File: src/sv/fpi_pkg.sv
// Package for the farthest point in interval block: default depth and
// value width, and the opcodes. No dependencies.
`default_nettype none
package fpi_pkg;
  localparam int MaxElementsDefault = 1024;
  localparam int ValueBitsDefault = 30;
  localparam logic OpLoad = 1'b0;
  localparam logic OpQuery = 1'b1;
endpackage
`default_nettype wire

File: src/sv/fpi_ctrl.sv
// Sequencer for the farthest point in interval block: sorted insertion and
// the query scan over the store. Depends on fpi_pkg and drives fpi_ram.
`default_nettype none
module fpi_ctrl
  import fpi_pkg::*;
#(
  parameter int MaxElements = MaxElementsDefault,
  parameter int ValueBits = ValueBitsDefault
) (
  input  wire logic                 clk,
  input  wire logic                 rst,
  input  wire logic                 in_valid,
  output logic                      in_ready,
  input  wire logic                 in_op,
  input  wire logic                 in_first,
  input  wire logic [ValueBits-1:0] in_value,
  input  wire logic [ValueBits-1:0] in_lo,
  input  wire logic [ValueBits-1:0] in_hi,
  output logic                      out_valid,
  input  wire logic                 out_ready,
  output logic [ValueBits-1:0]      out_point,
  output logic [ValueBits-1:0]      out_dist,
  output logic                      out_empty,
  output logic                      out_ovf,
  output logic                      mem_we,
  output logic [$clog2(MaxElements)-1:0] mem_waddr,
  output logic [ValueBits-1:0]      mem_wdata,
  output logic [$clog2(MaxElements)-1:0] mem_raddr,
  input  wire logic [ValueBits-1:0] mem_rdata
);
  localparam int AW = $clog2(MaxElements);
  localparam int CW = $clog2(MaxElements + 1);
  localparam int VW = ValueBits;
  localparam logic [2:0] StIdle = 3'd0, StIns = 3'd1, StQry = 3'd2,
                         StMid = 3'd3, StOut = 3'd4;
  localparam logic [CW-1:0] CountMax = CW'(MaxElements);

  logic [2:0]    state;
  logic [CW-1:0] count;
  logic          ovf;
  logic [CW-1:0] pos;
  logic [VW-1:0] val, lo, hi;
  logic [VW-1:0] prev;
  logic          have_prev;
  logic [VW-1:0] dlo, dhi;
  logic [VW-1:0] bpt, bd;

  // In StIns, StQry and StMid the read data x is always entry pos-1. The
  // read address is therefore the entry needed in the following cycle:
  // pos-2 while shifting down, pos while scanning up, and the first entry
  // of the next walk when a walk is about to start.
  assign in_ready = (state == StIdle) && !out_valid;

  always_comb begin
    case (state)
      StIdle:  mem_raddr = (in_op == OpQuery) ? '0 : AW'(count - CW'(1));
      StIns:   mem_raddr = AW'(pos - CW'(2));
      StQry:   mem_raddr = (pos == count) ? '0 : AW'(pos);
      default: mem_raddr = AW'(pos);
    endcase
  end

  logic [VW-1:0] x;
  logic [VW-1:0] ad_lo, ad_hi;
  logic [VW:0]   sum;
  logic [VW-1:0] mid, dl, dr, dm;
  logic          mid_in;
  assign x = mem_rdata;
  assign ad_lo = (x > lo) ? x - lo : lo - x;
  assign ad_hi = (x > hi) ? x - hi : hi - x;
  assign sum = {1'b0, prev} + {1'b0, x};
  assign mid = sum[VW:1];
  assign dl = mid - prev;
  assign dr = x - mid;
  assign dm = (dl < dr) ? dl : dr;
  assign mid_in = (mid >= lo) && (mid < hi);

  always_comb begin
    mem_we = 1'b0;
    mem_waddr = AW'(pos);
    mem_wdata = val;
    if (state == StIns) begin
      mem_we = 1'b1;
      if (pos != '0 && x > val) mem_wdata = x;
    end
  end

  always_ff @(posedge clk) begin
    if (rst) begin
      state <= StIdle;
      count <= '0;
      ovf <= 1'b0;
      out_valid <= 1'b0;
    end else begin
      if (out_valid && out_ready) out_valid <= 1'b0;
      case (state)
        StIdle: begin
          if (in_valid && in_ready) begin
            if (in_op == OpLoad) begin
              if (in_first) begin
                if (CountMax == '0) ovf <= 1'b1;
                else begin
                  ovf <= 1'b0; count <= '0; pos <= '0; val <= in_value;
                  state <= StIns;
                end
              end else if (count == CountMax) begin
                ovf <= 1'b1;
              end else begin
                pos <= count; val <= in_value; state <= StIns;
              end
            end else begin
              lo <= (in_lo > in_hi) ? in_hi : in_lo;
              hi <= (in_lo > in_hi) ? in_lo : in_hi;
              if (count == '0) begin
                out_point <= '0; out_dist <= '0; out_empty <= 1'b1;
                out_ovf <= ovf; out_valid <= 1'b1;
              end else begin
                pos <= CW'(1); have_prev <= 1'b0; state <= StQry;
              end
            end
          end
        end
        StIns: begin
          // x is entry pos-1; a larger entry moves up into pos.
          if (pos != '0 && x > val) pos <= pos - CW'(1);
          else begin
            count <= count + CW'(1);
            state <= StIdle;
          end
        end
        StQry: begin
          // x is entry pos-1
          if (!have_prev) begin
            dlo <= ad_lo; dhi <= ad_hi;
          end else begin
            if (ad_lo < dlo) dlo <= ad_lo;
            if (ad_hi < dhi) dhi <= ad_hi;
          end
          if (pos == count) begin
            state <= StMid; pos <= CW'(1); have_prev <= 1'b0;
          end else begin
            pos <= pos + CW'(1); have_prev <= 1'b1;
          end
        end
        StMid: begin
          if (!have_prev) begin
            if (dhi > dlo) begin bd <= dhi; bpt <= hi; end
            else begin bd <= dlo; bpt <= lo; end
          end else if (mid_in && dm > bd) begin
            bd <= dm; bpt <= mid;
          end
          prev <= x;
          have_prev <= 1'b1;
          if (pos == count) state <= StOut;
          else pos <= pos + CW'(1);
        end
        StOut: begin
          out_point <= bpt; out_dist <= bd; out_empty <= 1'b0;
          out_ovf <= ovf; out_valid <= 1'b1; state <= StIdle;
        end
        default: state <= StIdle;
      endcase
    end
  end
endmodule
`default_nettype wire

File: config.mk
export PLATFORM = sky130hd
export DESIGN_NAME = fpi_ctrl
export DESIGN_NICKNAME = d
export VERILOG_FILES = /design/src/sv/fpi_pkg.sv /design/src/sv/fpi_ctrl.sv
export SDC_FILE = /design/constraint.sdc
export NUM_CORES = 1
export LEC_CHECK = 0
export BUFFER_PORTS_ARGS = -buffer_cell sky130_fd_sc_hd__buf_2
export CAP_MARGIN = 20
export CELL_PAD_IN_SITES_DETAIL_PLACEMENT = 0
export CELL_PAD_IN_SITES_GLOBAL_PLACEMENT = 1
export CORE_MARGIN = 1
export CORE_UTILIZATION = 52
export DETAILED_ROUTE_END_ITERATION = 6
export PLACE_DENSITY_LB_ADDON = 0.05
export SETUP_SLACK_MARGIN = 0.1
export SLEW_MARGIN = 20
export SYNTH_ARGS = -nofsm -noshare
export SYNTH_HDL_FRONTEND = slang
export SYNTH_SLANG_ARGS = --single-unit
File: constraint.sdc
create_clock -name clk -period 31.3 [get_ports clk]
set_input_delay 1.565 -clock clk [delete_from_list [all_inputs] [get_ports clk]]
set_output_delay 1.565 -clock clk [all_outputs]
set_load 0.01 [all_outputs]
# Word level (Yosys, flattened, before mapping)
# Cells that the tools add are included.
totals:
  in_bits: 126
  out_inout_bits: 115
  ff_bits: 330
op_classes:
  bitwise: 2
  n_lt_le_gt_ge: 11
  n_mux: 71
  reduce_logical: 27
  n_addsub: 12
  n_eq_ne: 23
op_table:
  columns: ["operator", "count"]
  rows:
  - ["$mux 30", 22]
  - ["$gt 30x30->1", 6]
  - ["$sub 30x30->30", 6]
  - ["$mux 11", 12]
  - ["$lt 30x30->1", 4]
  - ["$pmux 30 s2", 2]
  - ["$pmux 11 s4", 1]
  - ["$add 30x30->31", 1]
  - ["$ge 30x30->1", 1]
  - ["$pmux 10 s3", 1]
  - ["$mux 3", 8]
  - ["$add 11x1->11 const B", 2]
  - ["$pmux 11 s2", 1]
  - ["$mux 10", 2]
  - ["$reduce_and 5->1", 4]
  - ["$ne 2x2->1 const B", 9]
  - ["$mux 1", 17]
  - ["$ne 2x1->1 const B", 6]
  - ["$pmux 3 s4", 1]
  - ["$eq 11x11->1", 1]
  - ["$eq 11x11->1 const B", 1]
  - ["$logic_not 11->1", 1]
  - ["$reduce_bool 11->1", 1]
  - ["$sub 11x1->11 const B", 1]
  - ["other kinds (21)", 35]

# Logic depth before layout (Yosys ltp)
# Gate-level depths: netlist of the first run.
depth:
  depth_word: 8
  depth_mapped: 44
  mapped_depth_nobuf: 44

# Worst setup path before layout of the first run
# No wires, ideal clock.
synth_timing:
  path_type: "input-to-reg"
  start: "in mem_rdata[2]"
  end: "reg bd[0] (enable)"
  path_buffers: 2
  setup_ns: 0.425
  slack_ns: 19.476
  arrival_ns: 11.399
  cell_stages: 40
  path_cell_list: "ha_1 -> nor3_1 -> a2111oi_0 -> nor4bb_1 -> nor2_1 -> a21oi_1 -> o21bai_1 -> a21oi_1 -> o21ai_0 -> xor2_1 -> inv_1 -> ha_1 -> and4_1 -> and2_1 -> or3_1 -> o211ai_1 -> a41oi_1 -> o21ai_0 -> [... 4 more ...] -> a21o_1 -> a21o_1 -> a21oi_1 -> o21a_1 -> nor2_1 -> a2111o_1 -> a31oi_1 -> clkbuf_1 -> buf_1 -> mux2_2 -> ha_1 -> nand4_1 -> nor4_1 -> nand3_1 -> a311oi_1 -> o21ai_0 -> o32ai_1 -> o311a_1"
synth_between:
  elab_chain_len: 8
  elab_cells_between_ends: 12
synth_rtl:
  columns: ["item", "line", "source"]
  rows:
  - ["start, declared", "fpi_ctrl.sv:29", "input wire logic [ValueBits-1:0] mem_rdata"]
  - ["$add 30x30->31", "fpi_ctrl.sv:71", "assign sum = {1'b0, prev} + {1'b0, x};"]
  - ["$sub 30x30->30, on equally long branches", "fpi_ctrl.sv:73, fpi_ctrl.sv:74", null]
  - ["$lt 30x30->1", "fpi_ctrl.sv:75", "assign dm = (dl < dr) ? dl : dr;"]
  - ["$mux 30", "fpi_ctrl.sv:75", null]
  - ["$gt 30x30->1", "fpi_ctrl.sv:149", "end else if (mid_in && dm > bd) begin"]
  - ["$logic_and 1x1->1 (*)", "fpi_ctrl.sv:149", null]
  - ["$ne 2x1->1 (no line) (*)", null, null]
  - ["$reduce_and 3->1 (no line) (*)", null, null]
  - ["end signal, assigned", "fpi_ctrl.sv:147", "if (dhi > dlo) begin bd <= dhi; bpt <= hi; end"]
  - ["end signal, assigned", "fpi_ctrl.sv:148", "else begin bd <= dlo; bpt <= lo; end"]
  - ["end signal, assigned", "fpi_ctrl.sv:150", "bd <= dm; bpt <= mid;"]
  - ["end, declared", "fpi_ctrl.sv:46", "logic [VW-1:0] bpt, bd;"]
# Every way passes the cells marked *; elsewhere a longest branch is shown, timed or not.
# A chain may end at the register's enable or synchronous reset.

# Final worst setup path of the first run
layout_timing:
  start: "in mem_rdata[1]"
  end: "reg bpt[16] (enable)"
layout_between:
  elab_chain_len: 8
  elab_cells_between_ends: 12
layout_rtl:
  columns: ["item", "line"]
  rows:
  - ["$add 30x30->31", "fpi_ctrl.sv:71"]
  - ["$sub 30x30->30, on equally long branches", "fpi_ctrl.sv:73, fpi_ctrl.sv:74"]
  - ["$lt 30x30->1", "fpi_ctrl.sv:75"]
  - ["$mux 30", "fpi_ctrl.sv:75"]
  - ["$gt 30x30->1", "fpi_ctrl.sv:149"]
  - ["$logic_and 1x1->1 (*)", "fpi_ctrl.sv:149"]
  - ["$ne 2x1->1 (no line) (*)", null]
  - ["$reduce_and 3->1 (no line) (*)", null]
  - ["end signal, assigned", "fpi_ctrl.sv:147"]
  - ["end signal, assigned", "fpi_ctrl.sv:148"]
  - ["end signal, assigned", "fpi_ctrl.sv:150"]
  - ["end, declared", "fpi_ctrl.sv:46"]
# Marked as above.

==> run_results.csv, run 1 <==
group,metric,value,unit
min_path,hp-start,"ovf$_SDFFE_PP0P_",
placed_design,dpl-instance-area,33640,um2
yosys,synthTopCellsByCount,"ha_1 (469), inv_1 (384), edfxtp_1 (314)",
sta,finalSetupViolCount,0,
yosys,ys_seq_elements,330,
power,p_int,0.001111,W
placed_design,dp_hpwl,91520,um
worst_setup_path,startpoint,"mem_rdata[1]",
yosys,synthTopCellsByArea,"edfxtp_1 (30%), ha_1 (18%), a21oi_1 (4.7%), inv_1 (4.5%), a21o_1 (4.1%)",
floorplanning,core-area,60360,um2
worst_setup_path,rr_worst_depth,41,
clock_network,cts_inserted_buffers,40,
yosys,synth_xor_area_frac,0.04820,
power,pwr_density_cell,53.10,nW/um2
floorplanning,num_rows,90,
worst_setup_path,cp_data_arrival_time,13.77,ns
clock_network,cts_setup_buffers,0,
min_path,min_to,"out_ovf$_DFFE_PP_",
yosys,yosys.area_share.adder,0.1905,
routing,drt-total-wl,114100,um
clock_network,clock_sinks,330,
power,p_leak,16.05,nW
sta,drv_slew,0,
global_routing,grt_pass1_vias,27336,
min_path,hold_path_depth,0,
run_status,status,"finished, final reports clean",
power,p_clk_frac,0.265,
sta,grt_setup_unrepaired,"false",
floorplanning,ios,241,
sta,fmax,73.85,MHz
final_layout,fillerInstances,5348,
routing,ant_nets,0,
sta,layout_min_cycle_time,13.54,ns
global_routing,grtUsageTotal,0.3595,
yosys,avgSynthCellArea,8.985,um2
sta,skew,0.02624,ns
placed_design,io_buffers,240,
sta,maxSlewHeadroom,0.2667,
worst_setup_path,start_kind,"primary input",
yosys,synthesis.area,31800,um2
yosys,ys_seq_area_frac,0.3066,
clock_network,htree_levels,2,
worst_setup_path,critPathBufInv,5,
clock_network,cts_tree,"yes",
final_layout,fin_nets,4296,
yosys,synth-compound-area-share,0.2204,
yosys,synth-simple-area-share,0.1280,
yosys,synth_edf_count,314,
sta,finalCritPeriodShare,0.4326,
clock_network,cts_buffer_depth,3,
power,swShare,0.4020,
worst_setup_path,path_delay_family,"compound AO/OA/AOI/OAI gates",
yosys,postSynthNetCount,4141,
placed_design,place.gp.congestion,1.031,
clock_network,cts_resized,0,
clock_network,root_buffer,"clkbuf_16",
yosys,yosysUniqueCellTypes,94,
routing,drtPass1Iterations,6,
yosys,async_reset_ff_frac,0,
global_routing,antenna_found_initial,4,
floorplanning,start_util,0.5268,
final_layout,fin_area,34990,um2
worst_setup_path,critPathCaptureType,"register",
routing,drc_errors,0,
worst_setup_path,rrSetupSlack,18.43,ns
clock_network,clock_latency,0.61,ns
global_routing,grt_max_degree,62,
worst_setup_path,worstPathRequired,31.53,ns
power,p_switching,0.0007467,W
routing,drtIter0Drc,2630,
final_layout,layout-drive-gt1-share,0.1222,
power,power_frac_seq,0.293,
yosys,synth_most_common_cell,"ha_1",
worst_setup_path,cp_max_fo,35,
floorplanning,die_height,249.3,um
yosys,ys_warn_count,0,
floorplanning,die-area,62140,um2
worst_setup_path,crit_path_max_incr_delay,0.94,ns
global_routing,grt_pass1_wl,169500,um
yosys,synth_top_family_by_area,"compound AO/OA/AOI/OAI gates",
routing,wl_per_cell,25.32,um
worst_setup_path,cp_slowest_cell,"a2111oi_0",
worst_setup_path,r2r-start,"prev[1]$_DFFE_PP_",
worst_setup_path,rr_endpoint,"bpt[16]$_DFFE_PP_",
yosys,synth.top_cell.area_share,0.2965,
routing,vias,28660,
sta,hold_viol_final,0,
sta,worst_pin_slew,1.072,ns
yosys,synth_top_flop_cell,"edfxtp_1",
yosys,muxShareOfSynthArea,0.04077,
sta,setup-tns-final,0,ns
run,max-cap-violations,0,
yosys,synth_cells,3539,
worst_setup_path,path_class,"in2reg",
power,irDropWorstVdd,43.43,uV
min_path,hold_class,"reg2reg",
clock_network,path_clk_slew,0.06,ns
worst_setup_path,crit_path_frequent_cell,"ha_1",
global_routing,grt_overflow,0,
yosys,synth_area_leader_cell,"edfxtp_1",
routing,vias_per_cell,6.362,
clock_network,hold_buffers,0,
power,p_comb_frac,0.442,
final_layout,syn_to_final_growth,10.03,%
floorplanning,die_x,249.3,um
## worst max path at each step
stage | end | cells past startpoint
floorplan | bd[0]$_DFFE_PP_ | 40
global placement | bpt[15]$_DFFE_PP_ | 42
CTS | bpt[16]$_DFFE_PP_ | 42
detailed placement | bpt[16]$_DFFE_PP_ | 42
finish | bpt[16]$_DFFE_PP_ | 42
global route | bpt[15]$_DFFE_PP_ | 42
## area by class of cell
cell class	instances	area (um2)	area share
Multi-Input combinational cell	2668	20060	0.5732
Tap cell	782	978.4	0.02797
Clock inverter	21	297.8	0.008512
Clock buffer	49	1035	0.02958
Sequential cell	330	9749	0.2787
Timing Repair Buffer	268	1411	0.04034
Inverter	386	1456	0.04163
Antenna cell	1	2.502	0.00007153
## power groups by stage
stage               registers (W)  clock network, W  logic [W]
detailed placement       0.000553                 0   0.000797
CTS                      0.000544          0.000495   0.000803
floorplan                0.000546                 0   0.000543
global placement         0.000552                 0   0.000781
finish                   0.000545          0.000492   0.000821
global route             0.000547          0.000509   0.000894
## logic make-up (layout without fill, tap and decap cells)
group                      Yosys count  in the layout
other                                0              1
DFF                                330            330
muxes                              119            119
buffers and inverters              541            724
xor gates and xnor gates           172            172
and+or+nand+nor                    825            825
AOI/OAI and AO/OA                 1071           1071
adders and majority gates          481            481
## state kept, by name, indices dropped and copies added (netlist names)
register   count
bd            30
bpt           30
count         11
dhi           30
dlo           30
have_prev      1
hi            30
lo            30
out_dist      30
out_empty      1
out_ovf        1
out_point     30
out_valid      1
ovf            1
pos           11
prev          30
state          3
val           30
## per-stage QoR
step / instances / total power (W) / utilization / worst slack (ns) / hold slack [ns]
2_1_floorplan: 3539 / 0.001089 / - / 19.48 / 0.4088
3_3_place_gp: 4434 / 0.001333 / 0.5573 / 17.63 / 0.4222
3_5_place_dp: 4434 / 0.001350 / 0.5573 / 17.31 / 0.4292
4_1_cts: 4504 / 0.001842 / 0.5794 / 17.90 / 0.4612
5_1_grt: 4505 / 0.001949 / 0.5796 / 16.99 / 0.4736
6_report: 4505 / 0.001858 / 0.5796 / 17.76 / 0.4633
## metal layers
layer  routed length, um  part of all wire  vias to the layer above  track usage
met5                  28           0.00025                        -            0
met4                3113             0.027                        4      0.09665
met3               10920             0.096                      171      0.07680
met2               49560              0.43                     1352       0.5559
met1               50430              0.44                    13867       0.5062
li1                    -                 -                    13266            -
## cell usage in the layout (no fill, tap or decap), types with 16 or more instances in the layout
cell type	instances
ha_1	469
inv_1	384
edfxtp_1	314
a21oi_1	294
buf_2	240
o21ai_0	208
nand2_1	204
nor2_1	186
a21o_1	174
xnor2_1	122
nor3_1	80
mux2_2	80
nand4_1	65
o21a_1	61
nand3_1	60
a211oi_1	58
and3_1	52
xor2_1	48
nand2b_1	42
clkbuf_16	40
mux2i_1	38
o211ai_1	36
nor2b_1	35
o21bai_1	34
buf_4	28
a31oi_1	20
or3_1	18
and2_1	17
nor4_1	16
dfxtp_1	16
No activity file was read; power rests on OpenSTA's default activity.
==> run 2, diff against run 1 <==
- ABC_AREA: not set -> 1
- CORE_UTILIZATION: 52 -> 42
- clock period: 31.3 -> 12 ns (I/O delays scaled with it)
==> run 2 against run 1 <==
Net effect: cell count up 25%; clock skew rose by 0.0010 ns; sequential share of layout area decreased by 0.92 points; largest cell class unchanged.
==> run_results.csv, run 2 <==
group,metric,value,unit
run_status,status,"finished, final reports clean",
worst_setup_path,rr_worst_depth,37,
power,p_leak,17.50,nW
sta,hold_viol_final,0,
floorplanning,core-area,76200,um2
final_layout,layout-drive-gt1-share,0.09039,
routing,vias_per_cell,5.485,
yosys,synth_top_family_by_area,"simple AND/OR/NAND/NOR gates",
min_path,min_to,"val[27]$_DFFE_PP_",
clock_network,cts_resized,0,
worst_setup_path,cp_max_fo,37,
floorplanning,die_height,280.2,um
routing,drt-total-wl,128300,um
clock_network,root_buffer,"clkbuf_16",
yosys,synth_top_flop_cell,"edfxtp_1",
sta,drv_slew,0,
placed_design,dpl_worst_slack,1.597,ns
clock_network,cts_tree,"yes",
final_layout,fin_nets,5149,
worst_setup_path,cp_data_arrival_time,10.33,ns
worst_setup_path,path_class,"reg2reg",
global_routing,grt_overflow,0,
worst_setup_path,crit_path_frequent_cell,"nand2_1",
sta,maxSlewHeadroom,0.2558,
final_layout,regArea,9749,um2
min_path,hold_path_depth,1,
worst_setup_path,rr_endpoint,"bpt[3]$_DFFE_PP_",
yosys,async_reset_ff_frac,0,
clock_network,path_clk_slew,0.06,ns
sta,finalSetupViolCount,0,
routing,wl_per_cell,22.86,um
min_path,hp-start,"in_value[27]",
yosys,synth.top_cell.area_share,0.2901,
global_routing,grt_pass1_wl,186300,um
routing,vias,30781,
worst_setup_path,r2r-start,"prev[0]$_DFFE_PP_",
worst_setup_path,start_kind,"register",
clock_network,cts_buffer_depth,3,
yosys,ys_seq_area_frac,0.2999,
yosys,synth_edf_count,314,
floorplanning,start_util,0.4266,
clock_network,htree_levels,2,
routing,drtIter0Drc,2698,
sta,layout_min_cycle_time,10.11,ns
run,max-cap-violations,0,
worst_setup_path,crit_path_max_incr_delay,0.90,ns
yosys,synthesis.area,32510,um2
placed_design,io_buffers,240,
clock_network,clock_sinks,330,
final_layout,layout_commonest_cell,"nand2_1",
yosys,yosysUniqueCellTypes,64,
placed_design,place.gp.congestion,1.007,
yosys,postSynthNetCount,4940,
sta,setup-tns-final,0,ns
power,irDropWorstVdd,140.3,uV
yosys,synth_area_leader_cell,"edfxtp_1",
floorplanning,num_rows,101,
yosys,synth_cells,4338,
global_routing,grt_pass1_vias,29178,
worst_setup_path,cp_slowest_cell,"o21ai_0",
final_layout,multi_input_area,19690,um2
yosys,synth_xor_area_frac,0.04284,
clock_network,hold_buffers,0,
worst_setup_path,critPathCaptureType,"register",
sta,skew,0.02724,ns
final_layout,fin_area,36190,um2
global_routing,grtUsageTotal,0.3220,
sta,finalWorstSetupSlack,1.889,ns
final_layout,fillerInstances,7894,
sta,finalCritPeriodShare,0.8426,
sta,grt_setup_unrepaired,"false",
routing,drc_errors,0,
worst_setup_path,worstPathRequired,12.22,ns
yosys,ys_warn_count,0,
yosys,synth-compound-area-share,0.1775,
yosys,synth-simple-area-share,0.1985,
worst_setup_path,rrSetupSlack,1.89,ns
final_layout,mostFrequentLayoutCells,"nand2_1 (838), inv_1 (706), a21oi_1 (474)",
clock_network,cts_inserted_buffers,43,
floorplanning,die_x,280.2,um
clock_network,clock_latency,0.60,ns
yosys,synthTopCellsByArea,"edfxtp_1 (29%), ha_1 (18%), nand2_1 (9.7%), inv_1 (8.2%), a21oi_1 (7.3%)",
routing,ant_nets,0,
power,pwr_density_cell,161.4,nW/um2
min_path,hold_class,"in2reg",
final_layout,postLayoutCoreUtil,0.4749,
clock_network,cts_setup_buffers,0,
yosys,synth_most_common_cell,"nand2_1",
floorplanning,die-area,78510,um2
yosys,avgSynthCellArea,7.493,um2
yosys,ys_seq_elements,330,
yosys,yosys.area_share.adder,0.1848,
sta,fmax,98.90,MHz
global_routing,grt_max_degree,121,
yosys,synthTopCellsByCount,"nand2_1 (841), inv_1 (706), a21oi_1 (476)",
final_layout,syn_to_final_growth,11.32,%
yosys,muxShareOfSynthArea,0,
floorplanning,ios,241,
placed_design,dpl-instance-area,34780,um2
routing,drtPass1Iterations,6,
global_routing,antenna_found_initial,12,
sta,worst_pin_slew,1.105,ns
placed_design,dp_hpwl,107100,um
## run 2: logic make-up (layout without fill, tap and decap cells)
family,Yosys count,in the layout
other cells,0,2
compound gates,1028,1028
fa+ha+maj,476,476
buf+inv,814,1056
flops,330,330
xor+xnor,153,153
simple gates,1537,1537
## run 2: stage by stage
stage               cells  total power, W  hold slack (ns)
floorplan            4338        0.003490           0.4086
global placement     5532        0.004518           0.4621
detailed placement   5532        0.004513           0.4645
CTS                  5610        0.005838           0.1666
global route         5610        0.006246           0.1813
finish               5612        0.005842           0.1899
## run 2: power breakdown
part / switching [W] / internal [W] / leakage [nW] / total (W)
clock network: 0.000539 / 0.000769 / 0.668 / 0.00131
logic: 0.00202 / 0.000937 / 13.9 / 0.00295
registers: 0.000101 / 0.00148 / 2.95 / 0.00158
total: 0.00266 / 0.00319 / 17.5 / 0.00584
## run 2: worst max-delay path by stage
stage | end | depth (start not counted) | start
2_1_floorplan | bd[0]$_DFFE_PP_ | 41 | mem_rdata[16]
3_3_place_gp | bpt[4]$_DFFE_PP_ | 36 | mem_rdata[1]
3_5_place_dp | bpt[4]$_DFFE_PP_ | 36 | mem_rdata[1]
4_1_cts | bpt[3]$_DFFE_PP_ | 37 | prev[0]$_DFFE_PP_
5_1_grt | bpt[3]$_DFFE_PP_ | 41 | prev[16]$_DFFE_PP_
6_report | bpt[3]$_DFFE_PP_ | 37 | prev[0]$_DFFE_PP_
## run 2: per-layer routing
layer  vias up  global-route usage  wire [um]
met3       170             0.04322       8668
met4         6             0.08239       3416
met1     14478              0.4674      61010
met2      1052              0.4994      55120
li1      15075                   -          -
met5         -                   0         46
## run 2: critical path, delay by kind of cell, from the launching register on
kind / cells / cell delay [ns]
and+or+nand+nor: 18 / 3.08
AOI/OAI and AO/OA: 9 / 2.94
adders and majority gates: 4 / 1.36
buffers and inverters: 5 / 1.34
DFF: 1 / 0.50
xor gates and xnor gates: 1 / 0.40
## run 2: cell type report
class,count,area share
clock buffers,56,0.03195
repair buffers,262,0.03776
clock inverters,22,0.006742
inverters,716,0.07437
well taps,1030,0.03561
multi-input cells,3194,0.5440
flip-flops and latches,330,0.2694
diodes,2,0.0001383
